### src/dfsc_pkg.sv
package dfsc_pkg;

	// Framing and character codes
	localparam logic [7:0] START_BYTE = 8'h7B;
	localparam logic [7:0] END_BYTE   = 8'h7D;
	localparam logic [7:0] CHAR_SPACE = 8'h20;
	localparam logic [7:0] CHAR_TAB   = 8'h09;
	localparam logic [7:0] CHAR_CR    = 8'h0D;
	localparam logic [7:0] CHAR_ZERO  = 8'h30;
	localparam logic [7:0] CHAR_NINE  = 8'h39;

	// Default build parameters
	localparam int MAX_FRAME     = 32;
	localparam int COS_FRAC_BITS = 16;

	// Cosine table: entries sized for the widest fraction supported
	localparam int COS_FRAC_MAX = 24;
	localparam int COS_W        = COS_FRAC_MAX + 1;
	localparam int ANGLE_MAX    = 90;
	localparam int HALF_TURN    = 180;
	localparam longint unsigned PI_Q30  = 64'd3373259426;
	localparam longint unsigned ONE_Q30 = 64'd1 << 30;
	localparam int TAYLOR_TERMS = 10;

	// Front/back queue
	localparam int QDEPTH = 2;
	localparam int QPTR_W = 1;
	localparam int QCNT_W = 2;

	// Config register indexes
	typedef enum logic [1:0] {
		REG_SAFETY   = 2'd0,
		REG_TRACKING = 2'd1,
		REG_GAIN     = 2'd2,
		REG_SCANNING = 2'd3
	} cfg_idx_t;

	typedef struct packed {
		logic [15:0] safety;
		logic [15:0] tracking;
		logic [7:0]  gain;
		logic        scanning;
	} cfg_t;

	// Speed rule chosen at the end of a frame
	typedef enum logic [1:0] {
		RULE_ZERO = 2'd0,
		RULE_ADD  = 2'd1,
		RULE_HOLD = 2'd2
	} rule_t;

	// One speed job handed from front to back
	typedef struct packed {
		rule_t              rule;
		logic [31:0]        addend;
		logic [31:0]        distance;
		logic [COS_W-1:0]   cosq;
	} job_t;

	typedef logic [COS_W-1:0] cos_tab_t [0:ANGLE_MAX];

	// Restoring unsigned division for table construction at elaboration
	function automatic longint unsigned const_udiv(input longint unsigned n,
		input longint unsigned d);
		longint unsigned q;
		longint unsigned rem;
		q   = '0;
		rem = '0;
		for (int i = 63; i >= 0; i--) begin
			rem = {rem[62:0], n[i]};
			if (rem >= d) begin
				rem  = rem - d;
				q[i] = 1'b1;
			end
		end
		return q;
	endfunction

	// |cos| per whole degree 0..90, Taylor series in Q30, rounded to Q(frac).
	// Evaluated at elaboration only.
	function automatic cos_tab_t build_cos_tab(input int frac);
		cos_tab_t          t;
		longint unsigned   x;
		longint unsigned   x2;
		longint unsigned   term;
		longint unsigned   dv;
		longint            sum;
		longint unsigned   r;
		for (int a = 0; a <= ANGLE_MAX; a++) begin
			x    = const_udiv(longint'(a) * PI_Q30, 64'(HALF_TURN));
			x2   = (x * x) >> 30;
			term = ONE_Q30;
			sum  = longint'(ONE_Q30);
			for (int k = 1; k <= TAYLOR_TERMS; k++) begin
				dv   = longint'((2 * k - 1) * (2 * k));
				term = const_udiv((term * x2) >> 30, dv);
				if ((k & 1) == 1) begin
					sum = sum - longint'(term);
				end else begin
					sum = sum + longint'(term);
				end
			end
			if (sum < 0) begin
				sum = 0;
			end
			if (sum > longint'(ONE_Q30)) begin
				sum = longint'(ONE_Q30);
			end
			r    = (longint'(sum) + (64'd1 << (29 - frac))) >> (30 - frac);
			t[a] = COS_W'(r);
		end
		return t;
	endfunction

endpackage

### src/dfsc_rx_if.sv
interface dfsc_rx_if;
	logic              valid;
	logic              ready;
	logic [7:0]        rx_byte;
	logic signed [8:0] deviation_deg;

	modport source (output valid, output rx_byte, output deviation_deg, input ready);
	modport sink (input valid, input rx_byte, input deviation_deg, output ready);
endinterface

### src/dfsc_cmd_if.sv
interface dfsc_cmd_if;
	logic        valid;
	logic        ready;
	logic        command;
	logic [31:0] speed_value;
	logic [31:0] parsed_distance;

	modport source (output valid, output command, output speed_value,
		output parsed_distance, input ready);
	modport sink (input valid, input command, input speed_value,
		input parsed_distance, output ready);
endinterface

### src/dfsc_cfg_if.sv
interface dfsc_cfg_if;
	logic        valid;
	logic        ready;
	logic [1:0]  index;
	logic [15:0] data;

	modport source (output valid, output index, output data, input ready);
	modport sink (input valid, input index, input data, output ready);
endinterface

### src/dfsc_front.sv
module dfsc_front #(
	parameter int MaxFrame    = 32,
	parameter int CosFracBits = 16
) (
	input  logic           clk,
	input  logic           arst_n,
	dfsc_rx_if.sink        rx,
	input  dfsc_pkg::cfg_t cfg,
	input  logic           q_full,
	output logic           push,
	output dfsc_pkg::job_t push_job
);
	import dfsc_pkg::*;

	localparam int LEN_W = $clog2(MaxFrame + 1);
	localparam cos_tab_t COS_TAB = build_cos_tab(CosFracBits);

	typedef enum logic [2:0] {
		PH_SKIP   = 3'b001,
		PH_DIGITS = 3'b010,
		PH_DONE   = 3'b100
	} phase_t;

	logic             in_frame_q;
	phase_t           phase_q;
	logic [31:0]      accum_q;
	logic [LEN_W-1:0] len_q;
	logic [31:0]      last_dist_q;

	logic        take;
	logic [7:0]  c;
	logic        is_space;
	logic        is_digit;
	logic [35:0] acc_x10;
	logic [31:0] acc_sat;
	logic [31:0] delta;
	logic [39:0] gain_delta;
	logic [8:0]  mag;
	logic [8:0]  mag_mod;
	logic [6:0]  angle;

	assign rx.ready = !q_full;
	assign take     = rx.valid && rx.ready;
	assign c        = rx.rx_byte;

	// Character classes and saturating decimal accumulate
	assign is_space = (c == CHAR_SPACE) || (c >= CHAR_TAB && c <= CHAR_CR);
	assign is_digit = (c >= CHAR_ZERO) && (c <= CHAR_NINE);
	assign acc_x10  = 36'(accum_q) * 36'd10 + 36'(c[3:0]);
	assign acc_sat  = (|acc_x10[35:32]) ? '1 : acc_x10[31:0];

	// Speed increment is independent of the running speed
	assign delta      = accum_q - last_dist_q;
	assign gain_delta = 40'(cfg.gain) * 40'(delta);

	// Fold the angle into 0..90 and look up |cos|
	assign mag     = rx.deviation_deg[8] ? (~rx.deviation_deg + 9'd1)
		: rx.deviation_deg;
	assign mag_mod = (mag >= 9'(HALF_TURN)) ? mag - 9'(HALF_TURN) : mag;
	assign angle   = (mag_mod > 9'(ANGLE_MAX)) ? 7'(9'(HALF_TURN) - mag_mod)
		: mag_mod[6:0];

	// Job for the end of frame
	assign push = take && in_frame_q && (c == END_BYTE) && !cfg.scanning;

	always_comb begin
		push_job.addend   = gain_delta[31:0];
		push_job.distance = accum_q;
		push_job.cosq     = COS_TAB[angle];
		if (accum_q <= 32'(cfg.safety)) begin
			push_job.rule = RULE_ZERO;
		end else if (accum_q > 32'(cfg.tracking)) begin
			push_job.rule = RULE_ADD;
		end else begin
			push_job.rule = RULE_HOLD;
		end
	end

	// Frame parser
	always_ff @(posedge clk or negedge arst_n) begin
		if (!arst_n) begin
			in_frame_q  <= 1'b0;
			phase_q     <= PH_SKIP;
			accum_q     <= '0;
			len_q       <= '0;
			last_dist_q <= '0;
		end else if (take) begin
			if (!in_frame_q) begin
				if (c == START_BYTE) begin
					in_frame_q <= 1'b1;
					phase_q    <= PH_SKIP;
					accum_q    <= '0;
					len_q      <= '0;
				end
			end else if (c == END_BYTE) begin
				in_frame_q  <= 1'b0;
				last_dist_q <= accum_q;
				phase_q     <= PH_SKIP;
				accum_q     <= '0;
				len_q       <= '0;
			end else if (len_q < LEN_W'(MaxFrame)) begin
				len_q <= len_q + 1'b1;
				priority if (phase_q == PH_SKIP && is_space) begin
					// leading blank: nothing to do
				end else if (phase_q != PH_DONE && is_digit) begin
					accum_q <= acc_sat;
					phase_q <= PH_DIGITS;
				end else begin
					phase_q <= PH_DONE;
				end
			end
		end
	end

endmodule

### src/dfsc_queue.sv
module dfsc_queue (
	input  logic           clk,
	input  logic           arst_n,
	input  logic           push,
	input  dfsc_pkg::job_t push_job,
	input  logic           pop,
	output logic           full,
	output logic           not_empty,
	output dfsc_pkg::job_t head
);
	import dfsc_pkg::*;

	job_t              mem_q [0:QDEPTH-1];
	logic [QPTR_W-1:0] wr_ptr_q;
	logic [QPTR_W-1:0] rd_ptr_q;
	logic [QCNT_W-1:0] count_q;

	assign full      = (count_q == QCNT_W'(QDEPTH));
	assign not_empty = (count_q != '0);
	assign head      = mem_q[rd_ptr_q];

	// Storage
	always_ff @(posedge clk) begin
		if (push) begin
			mem_q[wr_ptr_q] <= push_job;
		end
	end

	// Pointers and fill level
	always_ff @(posedge clk or negedge arst_n) begin
		if (!arst_n) begin
			wr_ptr_q <= '0;
			rd_ptr_q <= '0;
			count_q  <= '0;
		end else begin
			if (push) begin
				wr_ptr_q <= (wr_ptr_q == QPTR_W'(QDEPTH - 1)) ? '0 : wr_ptr_q + 1'b1;
			end
			if (pop) begin
				rd_ptr_q <= (rd_ptr_q == QPTR_W'(QDEPTH - 1)) ? '0 : rd_ptr_q + 1'b1;
			end
			if (push && !pop) begin
				count_q <= count_q + 1'b1;
			end else if (pop && !push) begin
				count_q <= count_q - 1'b1;
			end
		end
	end

endmodule

### src/dfsc_back.sv
module dfsc_back #(
	parameter int CosFracBits = 16
) (
	input  logic           clk,
	input  logic           arst_n,
	input  logic           q_valid,
	input  dfsc_pkg::job_t q_head,
	output logic           pop,
	dfsc_cmd_if.source     cmd
);
	import dfsc_pkg::*;

	localparam int PROD_W = 33 + CosFracBits;

	typedef enum logic [1:0] {
		ST_IDLE  = 2'b01,
		ST_SCALE = 2'b10
	} state_t;

	state_t                 state_q;
	logic [31:0]            speed_q;
	logic [31:0]            sum_s1;
	logic [CosFracBits:0]   cos_s1;
	logic [31:0]            dist_s1;
	logic                   out_valid_q;
	logic                   out_cmd_q;
	logic [31:0]            out_speed_q;
	logic [31:0]            out_dist_q;

	logic              out_free;
	logic              finish;
	logic [PROD_W-1:0] prod;
	logic [31:0]       scaled;

	assign out_free = !out_valid_q || cmd.ready;
	assign pop      = (state_q == ST_IDLE) && q_valid;
	assign finish   = (state_q == ST_SCALE) && out_free;

	// Q-format cosine scaling of the updated speed
	assign prod   = PROD_W'(sum_s1) * PROD_W'(cos_s1);
	assign scaled = prod[CosFracBits +: 32];

	assign cmd.valid           = out_valid_q;
	assign cmd.command         = out_cmd_q;
	assign cmd.speed_value     = out_speed_q;
	assign cmd.parsed_distance = out_dist_q;

	// Speed rule stage
	always_ff @(posedge clk) begin
		if (pop) begin
			cos_s1  <= q_head.cosq[CosFracBits:0];
			dist_s1 <= q_head.distance;
			unique case (q_head.rule)
				RULE_ZERO: sum_s1 <= '0;
				RULE_ADD:  sum_s1 <= speed_q + q_head.addend;
				RULE_HOLD: sum_s1 <= speed_q;
				default:   sum_s1 <= speed_q;
			endcase
		end
	end

	// Output payload
	always_ff @(posedge clk) begin
		if (finish) begin
			out_cmd_q   <= (sum_s1 != '0);
			out_speed_q <= scaled;
			out_dist_q  <= dist_s1;
		end
	end

	// Sequencer, running speed and output valid
	always_ff @(posedge clk or negedge arst_n) begin
		if (!arst_n) begin
			state_q     <= ST_IDLE;
			speed_q     <= '0;
			out_valid_q <= 1'b0;
		end else begin
			if (finish) begin
				out_valid_q <= 1'b1;
				speed_q     <= scaled;
			end else if (cmd.ready) begin
				out_valid_q <= 1'b0;
			end
			unique case (state_q)
				ST_IDLE: begin
					if (q_valid) begin
						state_q <= ST_SCALE;
					end
				end
				ST_SCALE: begin
					if (out_free) begin
						state_q <= ST_IDLE;
					end
				end
				default: state_q <= ST_IDLE;
			endcase
		end
	end

endmodule

### src/distance_follow_speed_controller_top.sv
// Distance-follow speed controller. Takes one serial byte (with the current
// deviation angle) per transaction and may accept a byte every clock cycle
// while the queue is not full. Frames run from 0x7B to 0x7D; at the end byte
// the parsed distance drives the speed rule and, unless scanning mode is set,
// one STOP or SPEED transaction comes out carrying the distance. The front
// end parses bytes, picks the rule and looks up |cos| combinationally as the
// end byte is taken; a two-entry queue feeds the back end, which latches the
// speed rule result in ST_IDLE, then does the Q-format cosine multiply that
// feeds back into the running speed in ST_SCALE, and pops the next frame only
// once ST_SCALE is left. From the end byte a job passes the queue, the speed
// rule register and the output register. Configuration writes are taken at
// any time and must only be issued while the block is idle.
module distance_follow_speed_controller_top #(
	parameter int MaxFrame    = dfsc_pkg::MAX_FRAME,
	parameter int CosFracBits = dfsc_pkg::COS_FRAC_BITS
) (
	input  logic        clk,
	input  logic        arst_n,
	dfsc_rx_if.sink     rx,
	dfsc_cmd_if.source  cmd,
	dfsc_cfg_if.sink    cfg
);
	import dfsc_pkg::*;

	cfg_t cfg_q;
	logic q_full;
	logic q_valid;
	logic q_pop;
	logic push;
	job_t push_job;
	job_t q_head;

	assign cfg.ready = 1'b1;

	// Configuration registers
	always_ff @(posedge clk or negedge arst_n) begin
		if (!arst_n) begin
			cfg_q.safety   <= 16'd15;
			cfg_q.tracking <= 16'd25;
			cfg_q.gain     <= 8'd5;
			cfg_q.scanning <= 1'b0;
		end else if (cfg.valid) begin
			unique case (cfg_idx_t'(cfg.index))
				REG_SAFETY:   cfg_q.safety   <= cfg.data;
				REG_TRACKING: cfg_q.tracking <= cfg.data;
				REG_GAIN:     cfg_q.gain     <= cfg.data[7:0];
				REG_SCANNING: cfg_q.scanning <= cfg.data[0];
				default:      cfg_q          <= cfg_q;
			endcase
		end
	end

	dfsc_front #(
		.MaxFrame    (MaxFrame),
		.CosFracBits (CosFracBits)
	) u_front (
		.clk      (clk),
		.arst_n   (arst_n),
		.rx       (rx),
		.cfg      (cfg_q),
		.q_full   (q_full),
		.push     (push),
		.push_job (push_job)
	);

	dfsc_queue u_queue (
		.clk       (clk),
		.arst_n    (arst_n),
		.push      (push),
		.push_job  (push_job),
		.pop       (q_pop),
		.full      (q_full),
		.not_empty (q_valid),
		.head      (q_head)
	);

	dfsc_back #(
		.CosFracBits (CosFracBits)
	) u_back (
		.clk     (clk),
		.arst_n  (arst_n),
		.q_valid (q_valid),
		.q_head  (q_head),
		.pop     (q_pop),
		.cmd     (cmd)
	);

endmodule
### src/flat_wrapper.sv
// flat-port wrapper written by rule: the top's interface ports become plain ports
module distance_follow_speed_controller_top_flat import dfsc_pkg::*;
#(
	parameter int MaxFrame    = dfsc_pkg::MAX_FRAME,
	parameter int CosFracBits = dfsc_pkg::COS_FRAC_BITS
)
  (clk, arst_n, rx_valid, rx_rx_byte, rx_deviation_deg, rx_ready, cmd_valid, cmd_command, cmd_speed_value, cmd_parsed_distance, cmd_ready, cfg_valid, cfg_index, cfg_data, cfg_ready);
  dfsc_rx_if rx_i ();
  dfsc_cmd_if cmd_i ();
  dfsc_cfg_if cfg_i ();
  input  logic clk;
  input  logic arst_n;
  input wire logic [$bits(rx_i.valid)-1:0] rx_valid;
  input wire logic [$bits(rx_i.rx_byte)-1:0] rx_rx_byte;
  input wire logic [$bits(rx_i.deviation_deg)-1:0] rx_deviation_deg;
  output wire logic [$bits(rx_i.ready)-1:0] rx_ready;
  output wire logic [$bits(cmd_i.valid)-1:0] cmd_valid;
  output wire logic [$bits(cmd_i.command)-1:0] cmd_command;
  output wire logic [$bits(cmd_i.speed_value)-1:0] cmd_speed_value;
  output wire logic [$bits(cmd_i.parsed_distance)-1:0] cmd_parsed_distance;
  input wire logic [$bits(cmd_i.ready)-1:0] cmd_ready;
  input wire logic [$bits(cfg_i.valid)-1:0] cfg_valid;
  input wire logic [$bits(cfg_i.index)-1:0] cfg_index;
  input wire logic [$bits(cfg_i.data)-1:0] cfg_data;
  output wire logic [$bits(cfg_i.ready)-1:0] cfg_ready;
  assign rx_i.valid = rx_valid;
  assign rx_i.rx_byte = rx_rx_byte;
  assign rx_i.deviation_deg = rx_deviation_deg;
  assign rx_ready = rx_i.ready;
  assign cmd_valid = cmd_i.valid;
  assign cmd_command = cmd_i.command;
  assign cmd_speed_value = cmd_i.speed_value;
  assign cmd_parsed_distance = cmd_i.parsed_distance;
  assign cmd_i.ready = cmd_ready;
  assign cfg_i.valid = cfg_valid;
  assign cfg_i.index = cfg_index;
  assign cfg_i.data = cfg_data;
  assign cfg_ready = cfg_i.ready;
  distance_follow_speed_controller_top #(.MaxFrame(MaxFrame), .CosFracBits(CosFracBits)) u_core (.clk(clk), .arst_n(arst_n), .rx(rx_i), .cmd(cmd_i), .cfg(cfg_i));
endmodule
### config.mk
export PLATFORM = sky130hd
export DESIGN_NAME = distance_follow_speed_controller_top_flat
export DESIGN_NICKNAME = d
export VERILOG_FILES = /design/src/dfsc_pkg.sv /design/src/dfsc_rx_if.sv /design/src/dfsc_cmd_if.sv /design/src/dfsc_cfg_if.sv /design/src/dfsc_front.sv /design/src/dfsc_queue.sv /design/src/dfsc_back.sv /design/src/distance_follow_speed_controller_top.sv /design/src/flat_wrapper.sv
export SDC_FILE = /design/constraint.sdc
export NUM_CORES = 2
export LEC_CHECK = 0
export ABC_AREA = 1
export BUFFER_PORTS_ARGS = -buffer_cell sky130_fd_sc_hd__clkbuf_2
export CAP_MARGIN = 0
export CORE_MARGIN = 3
export CORE_UTILIZATION = 55
export CTS_BUF_LIST = sky130_fd_sc_hd__clkbuf_8 sky130_fd_sc_hd__clkbuf_16
export DETAILED_ROUTE_END_ITERATION = 8
export GPL_TIMING_DRIVEN = 1
export PLACE_DENSITY = 0.75
export SYNTH_ARGS = -nofsm -noshare
export SYNTH_HDL_FRONTEND = slang
export SYNTH_SLANG_ARGS = --single-unit
### constraint.sdc
create_clock -name clk -period 17.8 [get_ports clk]
set_input_delay 3.56 -clock clk [delete_from_list [all_inputs] [get_ports clk]]
set_output_delay 3.56 -clock clk [all_outputs]
set_load 0.03 [all_outputs]
==> impl_metrics.csv <==
group,metric,value,unit
grt,grt.overflow.total,0,
finish,final_common_cell,"nand2_1",
yosys,synth_edf_count,312,
yosys,syn_nets,7034,
finish,layout_common_cells,"nand2_1, inv_1, fa_1",
cts,path_clk_slew,0.06,ns
grt,grt_pass1_vias,41177,
worst_setup_path,critPathBufInv,3,
floorplan,core,90100,um2
worst_setup_path,crit_top_cell,"nand2_1",
route,routedWlPerCell,18.5,um
yosys,synth_seq_cells,466,
route,routed_via_density,5.47,
timing,setup_viol,0,
yosys,synth_cell_types,70,
finish,syn2layout_area_growth,6.37,%
floorplan,die_height,308,um
route,dr.pass1.iters,8,
cts,clk_latency,0.62,ns
finish,nets,7037,
timing,period_needed,7.61,ns
worst_setup_path,cp-end-kind,"register",
timing,setup_ws,10.19,ns
cts,htreeDepth,2,
timing,worstMarginPinSlew,1.17,ns
yosys,yosysSeqAreaShare,26.4,%
grt,grt_antenna_before_repair,2,
timing,fin_skew,0.0269,ns
timing,finalHoldViolations,0,
cts,hold_buffers,0,
cts,ctsResizeCount,0,
grt,grt_usage,29.2,%
floorplan,dieArea,94800,um2
cts,cts_tree,"built",
worst_setup_path,setup.worst_path.end,"u_core.u_queue.mem_q[0][87]$_DFFE_PP_",
worst_setup_path,regToRegStartpoint,"u_core.u_front.accum_q[2]$_DFFE_PN0P_",
finish,drive_gt1_share,6.26,%
worst_setup_path,critPathLaunchType,"register",
worst_hold_path,hp-class,"register to register",
worst_setup_path,critPathKind,"register to register",
placement,dpl.hpwl,102000,um
placement,pre_cts_ws,9.66,ns
timing,slew_viol_final,0,
grt,grt_first_pass_wirelength,219000,um
grt,grt_max_degree,85,
cts,cts_setup_buffers,0,
route,drt-total-wl,134000,um
route,first_iter_violations,3232,
yosys,yosys_warnings,0,
cts,cts.sinks,466,
timing,whs,0.417,ns
floorplan,initial_core_util,55.6,%
route,num_vias,39810,
floorplan,die_width,308,um
timing,fin_crit_sh,42.7,%
worst_setup_path,r2r-end,"u_core.u_queue.mem_q[0][87]$_DFFE_PP_",
worst_setup_path,slowest_stage,"fa_1",
placement,io_buffers,106,
finish,antenna_cells,0,
worst_setup_path,cp_top_family,"adder cells",
route,postRouteAntennaNets,0,
timing,rsz0062_at_grt,"no",
yosys,synth_area_per_cell,8.28,um2
status,status,"finished clean",
timing,slew_headroom,22.1,%
yosys,async_reset_ff_share,33.0,%
cts,clockBufferDepth,3,
placement,gp_congestion,0.964,
worst_setup_path,max_stage_delay,0.57,ns
worst_setup_path,ff2ff_path_depth,33,
yosys,synth_area,50100,um2
cts,numCtsBuffers,49,
worst_setup_path,crit_fanout,9,
worst_setup_path,cp.depth,33,
worst_setup_path,crit_start,"u_core.u_front.accum_q[2]$_DFFE_PN0P_",
worst_setup_path,required,18.15,ns
yosys,syn_inst,6055,
timing,max_freq,0.131,GHz
floorplan,rows,110,
route,remaining_drc_errors,0,
yosys,ys.flop_type,"edfxtp_1",
cts,ctsRootBufferMaster,"clkbuf_16",
timing,tns,0,ns
worst_setup_path,r2r_slack,10.19,ns
floorplan,boundaryPins,108,
worst_setup_path,critPathArrivalTime,7.96,ns
flow_run,maxCapViolCount,0,
## worst min-delay path by stage
| stage | startpoint | end | slack (ns) | depth (start not counted) |
|---|---|---|---|---|
| 2_1_floorplan | u_core.u_back.dist_s1[0]$_DFFE_PP_ | u_core.u_back.cmd.parsed_distance[0]$_DFFE_PP_ | 0.40 | 0 |
| 3_3_place_gp | u_core.u_back.dist_s1[31]$_DFFE_PP_ | u_core.u_back.cmd.parsed_distance[31]$_DFFE_PP_ | 0.40 | 0 |
| 3_5_place_dp | u_core.u_back.dist_s1[11]$_DFFE_PP_ | u_core.u_back.cmd.parsed_distance[11]$_DFFE_PP_ | 0.40 | 0 |
| 4_1_cts | u_core.u_back.dist_s1[11]$_DFFE_PP_ | u_core.u_back.cmd.parsed_distance[11]$_DFFE_PP_ | 0.42 | 0 |
| 5_1_grt | u_core.u_back.dist_s1[10]$_DFFE_PP_ | u_core.u_back.cmd.parsed_distance[10]$_DFFE_PP_ | 0.43 | 0 |
| 6_report | u_core.u_back.dist_s1[11]$_DFFE_PP_ | u_core.u_back.cmd.parsed_distance[11]$_DFFE_PP_ | 0.42 | 0 |
## final cells by class
class	instances	area, um2
tap	1176	1470
clock inverter	36	338
multi-input combinational	4116	31200
inverter	1267	4760
clock buffer	56	1330
fill	7935	36900
timing repair buffer	158	927
sequential	466	13200
## cell usage after synthesis (10+ instances only)
master | number | area share, %
xnor2_1 | 51 | 0.89
dfrtp_1 | 143 | 7.1
nand3_1 | 142 | 1.4
o21ai_0 | 264 | 2.6
o21a_1 | 10 | 0.15
dfstp_2 | 11 | 0.58
o22ai_1 | 15 | 0.19
nand4_1 | 37 | 0.46
nand3_2 | 30 | 0.60
nand2_2 | 20 | 0.25
buf_2 | 11 | 0.11
o21bai_1 | 19 | 0.28
buf_1 | 22 | 0.16
o21ai_1 | 21 | 0.21
ha_1 | 333 | 8.3
inv_1 | 1239 | 9.3
a21o_1 | 14 | 0.21
edfxtp_1 | 312 | 19
xor2_1 | 108 | 1.9
nor2_1 | 389 | 2.9
clkbuf_1 | 159 | 1.2
o211ai_1 | 11 | 0.16
a21oi_1 | 246 | 2.5
nand2_1 | 1612 | 12
fa_1 | 606 | 24
nand3b_1 | 22 | 0.33
nor4_1 | 19 | 0.24
a31oi_1 | 16 | 0.20
inv_2 | 21 | 0.16
nor3_1 | 36 | 0.36
## sequential cells by signal, indices dropped and copies added, names as in the netlist
register / cells
u_core.u_back.cmd.valid: 1
u_core.u_back.dist_s1: 32
u_core.u_queue.mem_q: 166
u_core.u_back.state_q: 2
u_core.u_back.cmd.command: 1
u_core.u_front.in_frame_q: 1
u_core.u_queue.count_q: 2
u_core.u_back.cos_s1: 17
u_core.u_back.speed_q: 32
u_core.u_front.last_dist_q: 32
u_core.cfg_q: 41
u_core.u_front.accum_q: 32
u_core.u_queue.wr_ptr_q: 1
u_core.u_back.cmd.parsed_distance: 32
u_core.u_queue.rd_ptr_q: 1
u_core.u_back.sum_s1: 32
u_core.u_front.phase_q: 3
u_core.u_front.len_q: 6
u_core.u_back.cmd.speed_value: 32
## per-stage QoR
step	util, %	instances	area [um2]
final	59.1	7275	53300
after CTS	59.1	7275	53300
after global placement	57.3	7183	51600
after global routing	59.1	7275	53300
after floorplan	-	6055	50100
after detailed placement	57.3	7183	51600
## routing by layer
layer / GRT usage [%] / share of wire, % / up-vias
li1: - / - / 18558
met5: 0 / 0.019 / -
met3: 4.89 / 7.6 / 388
met1: 37.3 / 40 / 19306
met2: 49.5 / 48 / 1554
met4: 11.8 / 4.4 / 4
## kinds of logic (layout without fill, tap and decap cells)
kind of cell	count (synthesis)	after routing	share of synthesized area, %
AND/OR/NAND/NOR	2346	2346	19.3
buffers and inverters	1473	1517	11.3
adder cells (fa/ha/maj)	939	939	32.5
AO/OA/AOI/OAI	661	661	7.31
flip-flops	466	466	26.4
XOR/XNOR	169	169	3.13
other	1	1	0.00748
Power is left out: the tool's default activity adds up to more than one toggle a clock period on the data nets, which glitch-free logic cannot reach.
